[src/sorted_key_table_search_unit_macros.svh]
// Assertion macros shared by the key table search unit.
`ifndef SORTED_KEY_TABLE_SEARCH_UNIT_MACROS_SVH
`define SORTED_KEY_TABLE_SEARCH_UNIT_MACROS_SVH

// Same-cycle implication, checked on clk outside of reset.
`define SKTS_ASSERT_IMPLY(label, ante, cons, msg) \
  label: assert property (@(posedge clk) disable iff (!rst_n) (ante) |-> (cons)) \
    else $error(msg);

// Next-cycle implication, checked on clk outside of reset.
`define SKTS_ASSERT_NEXT(label, ante, cons, msg) \
  label: assert property (@(posedge clk) disable iff (!rst_n) (ante) |=> (cons)) \
    else $error(msg);

`endif

[src/skts_pkg.sv]
// Types and constants shared by the key table search unit.
package skts_pkg;

  localparam int POS_W       = 7;
  localparam int PROBE_W     = 8;
  localparam int KEY_FIELD_W = 16;

  typedef enum logic [1:0] {
    CMD_LOAD   = 2'd0,
    CMD_SORT   = 2'd1,
    CMD_LINEAR = 2'd2,
    CMD_BINARY = 2'd3
  } cmd_t;

  typedef enum logic [3:0] {
    ST_CLEAR,
    ST_IDLE,
    ST_LIN,
    ST_BIN,
    ST_SORT_RD_A,
    ST_SORT_LD_A,
    ST_SORT_SCAN,
    ST_SORT_WR_A,
    ST_DONE
  } state_t;

  typedef struct packed {
    logic               found;
    logic [POS_W-1:0]   position;
    logic [PROBE_W-1:0] probes;
  } result_t;

endpackage

[src/sorted_key_table_search_unit.sv]
// Key table with load, exchange sort, linear search and binary search commands.
//
// The table of ENTRIES keys sits in one memory with a single registered read
// port. After reset a clearing pass writes zero to all ENTRIES words, one per
// cycle, while in_tready stays low. Each accepted item gives one result item;
// the result moves into the output register once that register is free. A
// linear search probes the positions in order; a binary search takes at most 8
// probes for 128 entries. One item is worked at a time; the next item is taken
// as soon as the previous result has left for the output register.
`include "sorted_key_table_search_unit_macros.svh"

module sorted_key_table_search_unit #(
  parameter int ENTRIES   = 128,
  parameter int KEY_WIDTH = 16
) (
  input  logic        clk,
  input  logic        rst_n,
  input  logic        in_tvalid,
  output logic        in_tready,
  input  logic [1:0]  in_tuser,   // command
  input  logic [39:0] in_tdata,   // entry_index, key_value, range_low, range_high, zero pad
  output logic        out_tvalid,
  input  logic        out_tready,
  output logic [15:0] out_tdata   // found, position, probes
);

  localparam int AW = $clog2(ENTRIES);

  logic                 in_accept;
  logic                 ram_we;
  logic [AW-1:0]        ram_waddr;
  logic [KEY_WIDTH-1:0] ram_wdata;
  logic [AW-1:0]        ram_raddr;
  logic [KEY_WIDTH-1:0] ram_rdata;
  logic                 res_valid;
  logic                 res_take;
  skts_pkg::result_t    res;

  logic                 out_tvalid_r, out_tvalid_nxt;
  skts_pkg::result_t    out_res_r, out_res_nxt;

  assign in_accept = in_tvalid && in_tready;

  skts_ctrl #(
    .ENTRIES   (ENTRIES),
    .KEY_WIDTH (KEY_WIDTH)
  ) u_ctrl (
    .clk       (clk),
    .rst_n     (rst_n),
    .in_accept (in_accept),
    .in_cmd    (skts_pkg::cmd_t'(in_tuser)),
    .in_index  (in_tdata[6:0]),
    .in_key    (in_tdata[22:7]),
    .in_low    (in_tdata[29:23]),
    .in_high   (in_tdata[36:30]),
    .ready     (in_tready),
    .ram_we    (ram_we),
    .ram_waddr (ram_waddr),
    .ram_wdata (ram_wdata),
    .ram_raddr (ram_raddr),
    .ram_rdata (ram_rdata),
    .res_valid (res_valid),
    .res       (res),
    .res_take  (res_take)
  );

  skts_key_ram #(
    .ENTRIES   (ENTRIES),
    .KEY_WIDTH (KEY_WIDTH)
  ) u_ram (
    .clk   (clk),
    .we    (ram_we),
    .waddr (ram_waddr),
    .wdata (ram_wdata),
    .raddr (ram_raddr),
    .rdata (ram_rdata)
  );

  // The output register frees the sequencer while a result waits downstream.
  assign res_take = res_valid && (!out_tvalid_r || out_tready);

  always_comb begin
    out_tvalid_nxt = out_tvalid_r && !out_tready;
    out_res_nxt    = out_res_r;
    if (res_take) begin
      out_tvalid_nxt = 1'b1;
      out_res_nxt    = res;
    end
  end

  always_ff @(posedge clk) begin
    if (!rst_n) begin
      out_tvalid_r <= 1'b0;
    end else begin
      out_tvalid_r <= out_tvalid_nxt;
    end
  end

  always_ff @(posedge clk) begin
    out_res_r <= out_res_nxt;
  end

  assign out_tvalid = out_tvalid_r;
  assign out_tdata  = {out_res_r.probes, out_res_r.position, out_res_r.found};

  `SKTS_ASSERT_NEXT(a_busy_after_accept, in_tvalid && in_tready, !in_tready, "ready after accept")
  `SKTS_ASSERT_IMPLY(a_miss_at_zero, out_tvalid_r && !out_res_r.found, out_res_r.position == '0, "miss with position")
  `SKTS_ASSERT_IMPLY(a_hit_probed, out_tvalid_r && out_res_r.found, out_res_r.probes != '0, "hit without probe")

endmodule

[src/skts_key_ram.sv]
// Key table memory: one write port and one read port with registered read data.
module skts_key_ram #(
  parameter int ENTRIES   = 128,
  parameter int KEY_WIDTH = 16
) (
  input  logic                       clk,
  input  logic                       we,
  input  logic [$clog2(ENTRIES)-1:0] waddr,
  input  logic [KEY_WIDTH-1:0]       wdata,
  input  logic [$clog2(ENTRIES)-1:0] raddr,
  output logic [KEY_WIDTH-1:0]       rdata
);

  logic [KEY_WIDTH-1:0] mem [ENTRIES];
  logic [KEY_WIDTH-1:0] rdata_r;

  always_ff @(posedge clk) begin
    if (we) begin
      mem[waddr] <= wdata;
    end
  end

  always_ff @(posedge clk) begin
    rdata_r <= mem[raddr];
  end

  assign rdata = rdata_r;

endmodule

[src/skts_ctrl.sv]
// Command sequencer: clearing pass, load, exchange sort, linear and binary search.
module skts_ctrl #(
  parameter int ENTRIES   = 128,
  parameter int KEY_WIDTH = 16
) (
  input  logic                                clk,
  input  logic                                rst_n,
  input  logic                                in_accept,
  input  skts_pkg::cmd_t                      in_cmd,
  input  logic [skts_pkg::POS_W-1:0]          in_index,
  input  logic [skts_pkg::KEY_FIELD_W-1:0]    in_key,
  input  logic [skts_pkg::POS_W-1:0]          in_low,
  input  logic [skts_pkg::POS_W-1:0]          in_high,
  output logic                                ready,
  output logic                                ram_we,
  output logic [$clog2(ENTRIES)-1:0]          ram_waddr,
  output logic [KEY_WIDTH-1:0]                ram_wdata,
  output logic [$clog2(ENTRIES)-1:0]          ram_raddr,
  input  logic [KEY_WIDTH-1:0]                ram_rdata,
  output logic                                res_valid,
  output skts_pkg::result_t                   res,
  input  logic                                res_take
);

  localparam int AW = $clog2(ENTRIES);
  localparam int PW = skts_pkg::POS_W;

  skts_pkg::state_t state_r, state_nxt;

  logic [AW-1:0]                   a_r, a_nxt;
  logic [AW-1:0]                   b_r, b_nxt;
  logic [KEY_WIDTH-1:0]            cur_r, cur_nxt;
  logic [KEY_WIDTH-1:0]            key_r, key_nxt;
  logic signed [8:0]               lo_r, lo_nxt;
  logic signed [8:0]               hi_r, hi_nxt;
  logic [PW-1:0]                   pos_r, pos_nxt;
  logic [PW-1:0]                   last_r, last_nxt;
  logic [skts_pkg::PROBE_W-1:0]    count_r, count_nxt, count_inc;
  skts_pkg::result_t               res_r, res_nxt;

  logic [KEY_WIDTH-1:0] key_in;
  logic [PW-1:0]        hi_clamp;
  logic [PW:0]          sum0;
  logic [PW-1:0]        mid0;
  logic                 empty0;
  logic                 key_hit, key_less, lin_end;
  logic signed [9:0]    mid_s, lo_s, hi_s, sum_lo, sum_hi;
  logic [PW-1:0]        mid_lo, mid_hi;
  logic                 empty_lo, empty_hi, bin_end;
  logic                 sort_swap, sort_b_end, sort_a_end, clr_end;

  // Key field masked or zero-extended to the table width.
  always_comb begin
    key_in = '0;
    for (int i = 0; i < skts_pkg::KEY_FIELD_W; i++) begin
      if (i < KEY_WIDTH) begin
        key_in[i] = in_key[i];
      end
    end
  end

  assign hi_clamp = (int'(in_high) > ENTRIES - 1) ? PW'(ENTRIES - 1) : in_high;
  assign sum0     = {1'b0, in_low} + {1'b0, hi_clamp};
  assign mid0     = sum0[PW:1];
  assign empty0   = in_low > hi_clamp;

  assign key_hit   = ram_rdata == key_r;
  assign key_less  = key_r < ram_rdata;
  assign lin_end   = pos_r == last_r;
  assign count_inc = count_r + 8'd1;

  // Both possible next midpoints are formed from registers, so the compare only selects.
  assign mid_s    = $signed({3'b000, pos_r});
  assign lo_s     = {lo_r[8], lo_r};
  assign hi_s     = {hi_r[8], hi_r};
  assign sum_lo   = lo_s + mid_s - 10'sd1;
  assign sum_hi   = mid_s + 10'sd1 + hi_s;
  assign mid_lo   = sum_lo[PW:1];
  assign mid_hi   = sum_hi[PW:1];
  assign empty_lo = lo_s > (mid_s - 10'sd1);
  assign empty_hi = (mid_s + 10'sd1) > hi_s;
  assign bin_end  = key_less ? empty_lo : empty_hi;

  assign sort_swap  = cur_r > ram_rdata;
  assign sort_b_end = b_r == AW'(ENTRIES - 1);
  assign sort_a_end = a_r == AW'(ENTRIES - 2);
  assign clr_end    = a_r == AW'(ENTRIES - 1);

  always_comb begin
    state_nxt = state_r;
    unique case (state_r)
      skts_pkg::ST_CLEAR: begin
        if (clr_end) begin
          state_nxt = skts_pkg::ST_IDLE;
        end
      end
      skts_pkg::ST_IDLE: begin
        if (in_accept) begin
          unique case (in_cmd)
            skts_pkg::CMD_LOAD:   state_nxt = skts_pkg::ST_DONE;
            skts_pkg::CMD_SORT:   state_nxt = skts_pkg::ST_SORT_RD_A;
            skts_pkg::CMD_LINEAR: state_nxt = empty0 ? skts_pkg::ST_DONE : skts_pkg::ST_LIN;
            skts_pkg::CMD_BINARY: state_nxt = empty0 ? skts_pkg::ST_DONE : skts_pkg::ST_BIN;
            default:              state_nxt = skts_pkg::ST_DONE;
          endcase
        end
      end
      skts_pkg::ST_LIN: begin
        if (key_hit || lin_end) begin
          state_nxt = skts_pkg::ST_DONE;
        end
      end
      skts_pkg::ST_BIN: begin
        if (key_hit || bin_end) begin
          state_nxt = skts_pkg::ST_DONE;
        end
      end
      skts_pkg::ST_SORT_RD_A: state_nxt = skts_pkg::ST_SORT_LD_A;
      skts_pkg::ST_SORT_LD_A: state_nxt = skts_pkg::ST_SORT_SCAN;
      skts_pkg::ST_SORT_SCAN: begin
        if (sort_b_end) begin
          state_nxt = skts_pkg::ST_SORT_WR_A;
        end
      end
      skts_pkg::ST_SORT_WR_A: begin
        state_nxt = sort_a_end ? skts_pkg::ST_DONE : skts_pkg::ST_SORT_RD_A;
      end
      skts_pkg::ST_DONE: begin
        if (res_take) begin
          state_nxt = skts_pkg::ST_IDLE;
        end
      end
      default: state_nxt = skts_pkg::ST_IDLE;
    endcase
  end

  // During a sort pass the key at position a lives in cur_r; the table copy is
  // stale until the pass writes it back, and nothing reads it in between.
  always_comb begin
    ram_we    = 1'b0;
    ram_waddr = a_r;
    ram_wdata = cur_r;
    ram_raddr = b_r;
    a_nxt     = a_r;
    b_nxt     = b_r;
    cur_nxt   = cur_r;
    key_nxt   = key_r;
    lo_nxt    = lo_r;
    hi_nxt    = hi_r;
    pos_nxt   = pos_r;
    last_nxt  = last_r;
    count_nxt = count_r;
    res_nxt   = res_r;
    unique case (state_r)
      skts_pkg::ST_CLEAR: begin
        ram_we    = 1'b1;
        ram_wdata = '0;
        a_nxt     = a_r + AW'(1);
      end
      skts_pkg::ST_IDLE: begin
        if (in_accept) begin
          key_nxt   = key_in;
          count_nxt = '0;
          res_nxt   = '0;
          unique case (in_cmd)
            skts_pkg::CMD_LOAD: begin
              if (int'(in_index) < ENTRIES) begin
                ram_we    = 1'b1;
                ram_waddr = AW'(in_index);
                ram_wdata = key_in;
              end
            end
            skts_pkg::CMD_SORT: begin
              a_nxt = '0;
            end
            skts_pkg::CMD_LINEAR: begin
              ram_raddr = AW'(in_low);
              pos_nxt   = in_low;
              last_nxt  = hi_clamp;
            end
            skts_pkg::CMD_BINARY: begin
              ram_raddr = AW'(mid0);
              pos_nxt   = mid0;
              lo_nxt    = $signed({2'b00, in_low});
              hi_nxt    = $signed({2'b00, hi_clamp});
            end
            default: begin
            end
          endcase
        end
      end
      skts_pkg::ST_LIN: begin
        if (key_hit) begin
          res_nxt = '{found: 1'b1, position: pos_r, probes: count_inc};
        end else if (lin_end) begin
          res_nxt = '{found: 1'b0, position: '0, probes: count_inc};
        end else begin
          ram_raddr = AW'(pos_r + PW'(1));
          pos_nxt   = pos_r + PW'(1);
          count_nxt = count_inc;
        end
      end
      skts_pkg::ST_BIN: begin
        if (key_hit) begin
          res_nxt = '{found: 1'b1, position: pos_r, probes: count_inc};
        end else if (bin_end) begin
          res_nxt = '{found: 1'b0, position: '0, probes: count_inc};
        end else begin
          count_nxt = count_inc;
          if (key_less) begin
            hi_nxt    = 9'(mid_s - 10'sd1);
            pos_nxt   = mid_lo;
            ram_raddr = AW'(mid_lo);
          end else begin
            lo_nxt    = 9'(mid_s + 10'sd1);
            pos_nxt   = mid_hi;
            ram_raddr = AW'(mid_hi);
          end
        end
      end
      skts_pkg::ST_SORT_RD_A: begin
        ram_raddr = a_r;
        b_nxt     = a_r + AW'(1);
      end
      skts_pkg::ST_SORT_LD_A: begin
        cur_nxt   = ram_rdata;
        ram_raddr = b_r;
      end
      skts_pkg::ST_SORT_SCAN: begin
        if (sort_swap) begin
          ram_we    = 1'b1;
          ram_waddr = b_r;
          ram_wdata = cur_r;
          cur_nxt   = ram_rdata;
        end
        if (!sort_b_end) begin
          b_nxt     = b_r + AW'(1);
          ram_raddr = b_r + AW'(1);
        end
      end
      skts_pkg::ST_SORT_WR_A: begin
        ram_we    = 1'b1;
        ram_waddr = a_r;
        ram_wdata = cur_r;
        a_nxt     = a_r + AW'(1);
      end
      skts_pkg::ST_DONE: begin
      end
      default: begin
      end
    endcase
  end

  always_ff @(posedge clk) begin
    if (!rst_n) begin
      state_r <= skts_pkg::ST_CLEAR;
      a_r     <= '0;
    end else begin
      state_r <= state_nxt;
      a_r     <= a_nxt;
    end
  end

  always_ff @(posedge clk) begin
    b_r     <= b_nxt;
    cur_r   <= cur_nxt;
    key_r   <= key_nxt;
    lo_r    <= lo_nxt;
    hi_r    <= hi_nxt;
    pos_r   <= pos_nxt;
    last_r  <= last_nxt;
    count_r <= count_nxt;
    res_r   <= res_nxt;
  end

  assign ready     = state_r == skts_pkg::ST_IDLE;
  assign res_valid = state_r == skts_pkg::ST_DONE;
  assign res       = res_r;

endmodule

[config.mk]
export PLATFORM = sky130hd
export DESIGN_NAME = sorted_key_table_search_unit
export DESIGN_NICKNAME = d
export VERILOG_FILES = /design/src/skts_pkg.sv /design/src/sorted_key_table_search_unit.sv /design/src/skts_key_ram.sv /design/src/skts_ctrl.sv
export VERILOG_INCLUDE_DIRS = /design/src /design/src/src
export SDC_FILE = /design/constraint.sdc
export NUM_CORES = 2
export LEC_CHECK = 0
export ABC_AREA = 1
export BUFFER_PORTS_ARGS = -buffer_cell sky130_fd_sc_hd__buf_2
export CORE_MARGIN = 1.5
export CORE_UTILIZATION = 47
export DETAILED_ROUTE_END_ITERATION = 12
export PLACE_DENSITY = 0.6
export SLEW_MARGIN = 20
export SYNTH_ARGS = -nofsm -noshare
export SYNTH_HDL_FRONTEND = slang
export SYNTH_SLANG_ARGS = --single-unit
[constraint.sdc]
create_clock -name clk -period 19.8 [get_ports clk]
set_input_delay 0.99 -clock clk [delete_from_list [all_inputs] [get_ports clk]]
set_output_delay 0.99 -clock clk [all_outputs]
set_load 0.02 [all_outputs]
# ---- Yosys cells after proc, flatten, opt, wreduce, memory -nomap -nowiden
# Memory sizes are Yosys's and may differ from the RTL's. A register that Yosys moved wholly into a read port is not among the register bits.
# Index checks and enable logic that the tools add are counted.
dict set report op_classes {
  addsub 10
  magnitude_cmp 5
  n_reduce_logical 26
  n_eq_ne 34
  mux 72
}
# cell count
set ops {}
lappend ops {{$mux 16} 8}
lappend ops {{$mux 7} 17}
lappend ops {{$mux 9} 10}
lappend ops {{$pmux 7 s2} 5}
lappend ops {{$pmux 16 s2} 2}
lappend ops {{$pmux 16 s3} 1}
lappend ops {{$mux 8} 5}
lappend ops {{$mux 4} 9}
lappend ops {{$pmux 4 s9} 1}
lappend ops {{$pmux 9 s2} 2}
lappend ops {{$pmux 7 s5} 1}
lappend ops {{$pmux 8 s3} 1}
lappend ops {{$reduce_and 6->1} 4}
lappend ops {{$add 7x1->7 const B} 3}
lappend ops {{$eq 7x7->1 const B} 3}
lappend ops {{$pmux 7 s3} 1}
lappend ops {{$ne 2x1->1 const B} 10}
lappend ops {{$add 8x8->8} 2}
lappend ops {{$eq 16x16->1} 1}
lappend ops {{$eq 4x3->1 const B} 4}
lappend ops {{$gt 16x16->1} 1}
lappend ops {{$lt 16x16->1} 1}
lappend ops {{$pmux 4 s4} 1}
lappend ops {{$ne 2x2->1 const B} 5}
lappend ops {{29 further kinds} 49}
dict set report totals {
  ff_bits 123
  n_memories 1
  output_inout_bits 18
  input_bits 46
  ram_bits 2048
}
# memory words width rd rd_ports_with_merged_regs write_ports line
set mem_list {}
lappend mem_list {u_ram.mem 128 16 1 1 1 skts_key_ram.sv:14} ;# logic [KEY_WIDTH-1:0] mem [ENTRIES];

# ---- Logic depth before layout (Yosys ltp)
dict set report logic_depth {
  word_depth 6
  ltp_mapped 37
  mapped_depth_nobuf 34
}

# ---- Modules after synthesis
# From an unflattened synthesis, not the netlist that was laid out.
dict set report unflattened {
  cells_unflattened 7835
  hier_area_um2 91515.3
}
# module n_inst area_per_inst_um2 cells_each seq_area_each_um2
set modules_own_cells {}
lappend modules_own_cells {skts_key_ram 1 82828.2 6793 61819.3}
lappend modules_own_cells {skts_ctrl 1 8147.8 1017 3012.9}
lappend modules_own_cells {sorted_key_table_search_unit 1 539.3 25 500.5}

# ---- Worst setup path before layout
# OpenSTA, ideal clock, no wires.
dict set report synth_path {
  path_type {input -> register}
  from {input port in_tvalid}
  to {memory u_ram.mem[0][10] (data pin)}
  setup_ps 1198
  cell_stages 7
  t_required_ps 18602
  slack_ps 11477
  t_arrival_ps 7125
  cell_sequence {nand2_1 inv_1 nand2_1 clkbuf_1 a21oi_1 clkbuf_1 o21ai_0}
}
dict set report synth_via {
  elab_chain_len 3
}
# item line
set synth_lines {}
lappend synth_lines {{start, declared} sorted_key_table_search_unit.sv:18} ;# input logic in_tvalid,
lappend synth_lines {{$logic_and 1x1->1} sorted_key_table_search_unit.sv:42} ;# assign in_accept = in_tvalid && in_tready;
lappend synth_lines {{$mux 16} skts_ctrl.sv:161} ;# if (in_accept) begin
lappend synth_lines {{$pmux 16 s2} skts_ctrl.sv:154} ;# unique case (state_r)
lappend synth_lines {{via ram_wdata[10]} sorted_key_table_search_unit.sv:32} ;# logic [KEY_WIDTH-1:0] ram_wdata;
lappend synth_lines {{end, declared} skts_key_ram.sv:14}
# The timed path passes the listed nets, and every way through them passes these cells.

# ---- Worst setup path after layout
dict set report layout_path {
  from {register u_ctrl.pos_r[0]}
  to {register u_ram.rdata_r[13] (netlist: u_ram.rdata[13]) (read register of u_ram.mem)}
}
dict set report layout_via {
  elab_chain_len 6
  elab_cells_between_ends 16
}
# item line
set layout_lines {}
lappend layout_lines {{start, declared} skts_ctrl.sv:36} ;# logic [PW-1:0] pos_r, pos_nxt;
lappend layout_lines {{start signal, assigned} skts_ctrl.sv:270} ;# pos_r <= pos_nxt;
lappend layout_lines {{$add 8x8->8, or another cell as far along} skts_ctrl.sv:76} ;# assign sum_lo = lo_s + mid_s - 10'sd1;
lappend layout_lines {{$sub 8x2->8, or another cell as far along} skts_ctrl.sv:76}
lappend layout_lines {{$mux 7 or $mux 1 (tied branches)} {skts_ctrl.sv:210, skts_ctrl.sv:82}}
lappend layout_lines {{$mux 7} skts_ctrl.sv:206} ;# end else if (bin_end) begin
lappend layout_lines {{$mux 7} skts_ctrl.sv:204} ;# if (key_hit) begin
lappend layout_lines {{$pmux 7 s5 (*)} skts_ctrl.sv:154}
lappend layout_lines {{end, declared} skts_key_ram.sv:15} ;# logic [KEY_WIDTH-1:0] rdata_r;
# Mark *: on every way between the ends. The rest lies on a longest branch, timed or not.
# A chain may end at the register's enable or synchronous reset.

==> results.toml <==
[run_status]
outcome = "finished, final reports clean"

[flow_run]
cap_violations = 0

[grt]
grt_max_degree = 169
grt_pass1_wl_mm = 388.8
grt_usage = 0.2632
grt_pass1_vias = 57910
antenna_found_initial = 6
grt_overflow = 0

[setup_path]
worstSetupPathType = "reg2reg"
required_ns = 20.59
crit_path_max_incr_delay_ns = 0.78
crit_path_top_delay_cell = "inv_8"
crit_path_end_kind = "flop"
cp_max_fo = 123
worstPathArrival_ns = 9.10
crit_path_start_kind = "flop"
crit_path_frequent_cell = "nand2_1"

[final_layout]
syn_to_final_growth_pct = 11.04
nNetsFinal = 8125
drive_above_1_share = 0.07755
nFillCells = 16490

[die]
rows = 162
die_x_um = 446.8
die-height_um = 446.8
core_mm2 = 0.1952
start_util = 0.4742
dieArea_mm2 = 0.1996
ios = 64

[route]
wl_mm = 266.6
vias_per_cell = 5.826
drtIter0Drc = 7671
postRouteAntennaNets = 0
firstDrtPassIters = 7
wl_per_cell_um = 24.71
vias = 62860
route.detailed.drc = 0

[placement]
gp_congestion = 0.9105
dp_hpwl_mm = 141.8
io_buffers = 60
dpl_worst_slack_ns = 11.66

[hold_path]
min_path_type = "in2reg"

[clocking]
cts-hold-fix-buffers = 0
htree_levels = 4
clock-sinks = 2185
cts-root-buf = "clkbuf_16"
tritoncts = "built"
worstSkewPairLatency_ns = 0.87
path_clk_slew_ns = 0.07
cts_resized = 0
cts_buffers = 220
cts.path.max_buffers = 3
post-cts-setup-buffers = 0

[logic_synthesis]
seq_area_frac_synth = 0.7059
ys_async_sr_fraction = 0
synth_nets = 8142
syn_inst = 8004
synth_area_mm2 = 0.09256
synth_largest_area_cell = "edfxtp_1"
synth_edf_count = 2157
yosys_warnings = 0
ys_types = 53
synth_seq_cells = 2185
syn_area_per_cell_um2 = 11.56
synth_top_area_share = 0.6998
synthTopCellsByArea = "edfxtp_1, nand3_1, nand2_1"
synthFlopType = "edfxtp_1"

[sta]
drv_slew = 0
final.setup_skew_ns = 0.03847
setup_viol = 0
tightest_slew_ns = 1.173
rsz0062_at_grt = "false"
fin_crit_sh = 0.4195
hold_viol = 0
worst_slack_ns = 11.49
setup_tns_ns = 0
fmax_mhz = 120.4
fin_crit_ns = 8.306
max-slew-margin-rel = 0.2151

[power]
netSwitchingFraction = 0.2767
pwr-share-comb = 0.149
peakVddDrop_mv = 0.09802
power.leakage_nw = 37.21
pwr-share-clk = 0.370
p_switching_mw = 3.026
p_per_area_mw_per_mm2 = 106.4
p_seq_frac = 0.480
p_int_mw = 7.910
[flip-flops by register name, summed over array words and instances (netlist names), 8 cells and up]
name and count:
u_ram.mem 2048, out_tdata 16, u_ctrl.cur_r 16, u_ctrl.key_r 16
u_ctrl.res 16, u_ram.rdata 16, u_ctrl.count_r 8, u_ctrl.hi_r 8
u_ctrl.lo_r 8
[layer usage]
metal | vias to the layer above | GRT usage | part of all wire
li1 | 28580 | - | -
met1 | 31030 | 0.3711 | 0.41
met2 | 2774 | 0.4040 | 0.46
met3 | 475 | 0.04572 | 0.086
met4 | 0 | 0.1096 | 0.040
met5 | - | 0 | 0
[final timing paths]
check / startpoint / end / slack [ns] / cells after the start
worst max-delay path: u_ctrl.pos_r[0]$_DFFE_PP_ / u_ram.rdata[13]$_DFF_P_ / 11.49 / 32
worst min register to register: u_ram.rdata[4]$_DFF_P_ / u_ctrl.cur_r[4]$_DFFE_PP_ / 0.42 / 0
worst min-delay path: in_tdata[18] / u_ctrl.key_r[11]$_DFFE_PP_ / 0.33 / 1
worst max register to register: u_ctrl.pos_r[0]$_DFFE_PP_ / u_ram.rdata[13]$_DFF_P_ / 11.49 / 32
[per-stage QoR]
step	instance area [µm²]	total power, mW	std cells	util	hold slack (ns)
floorplan	92560	6.378	8004	-	0.4003
global placement	95820	6.943	10390	0.4909	0.4116
detailed placement	95830	6.962	10390	0.4909	0.4056
CTS	102700	10.96	10780	0.5262	0.2663
global route	102800	11.29	10790	0.5265	0.3012
finish	102800	10.94	10790	0.5265	0.3302
[cell usage after synthesis, types with 33 or more instances]
library cell	count
buf_2	285
nand2_1	1770
clkbuf_1	162
inv_1	301
buf_4	33
a21oi_1	69
nand3b_1	64
o21ai_0	94
edfxtp_1	2157
ha_1	89
buf_1	47
nand3_1	2532
nor2_1	221
[worst max-delay path: cells and delay by family (launching register included)]
kind                       cells  cell delay (ns)
DFF                            1             0.50
and+or+nand+nor               24             4.06
buffers and inverters          5             2.49
xor gates and xnor gates       1             0.25
adders and majority gates      2             0.59
[power by group through the flow]
stage          Combinational (mW)  Clock [mW]  Sequential, mW
6_report                     1.63        4.05            5.25
5_1_grt                      1.76        4.27            5.26
4_1_cts                      1.62        4.09            5.25
3_5_place_dp                 1.61           0            5.35
3_3_place_gp                 1.59           0            5.35
2_1_floorplan                1.00           0            5.38
[cell type report]
type                       instances  area, µm²  share of cell area
multi-input combinational       4974      23840              0.2320
clock buffer                     274       5751             0.05595
clock inverter                   123       1131             0.01101
timing repair buffer             291       2216             0.02156
tap                             2624       3283             0.03194
antenna                            3      7.507          0.00007304
inverter                         315       1216             0.01183
sequential                      2185      65330              0.6357
[layout by cell type (no fill, tap or decap), types with 63 or more instances in the layout]
cell	Yosys	layout
nand3_1	2532	2532
buf_4	33	217
edfxtp_1	2157	2157
a21oi_1	69	68
inv_1	301	299
nand3b_1	64	64
clkbuf_16	0	222
ha_1	89	89
o21ai_0	94	78
nor2_1	221	219
nand2_1	1770	1766
clkinv_1	3	63
[cell families (layout without fill, tap and decap cells)]
logic type	Yosys count	in the layout	share of synthesized area
AOI/OAI and AO/OA	216	216	0.01305
xor gates and xnor gates	24	24	0.002271
adders and majority gates	92	92	0.01268
buffers and inverters	845	1003	0.03966
DFF	2185	2185	0.7059
and+or+nand+nor	4642	4642	0.2265
other	0	3	0
Power figures use the tool's default switching activity.
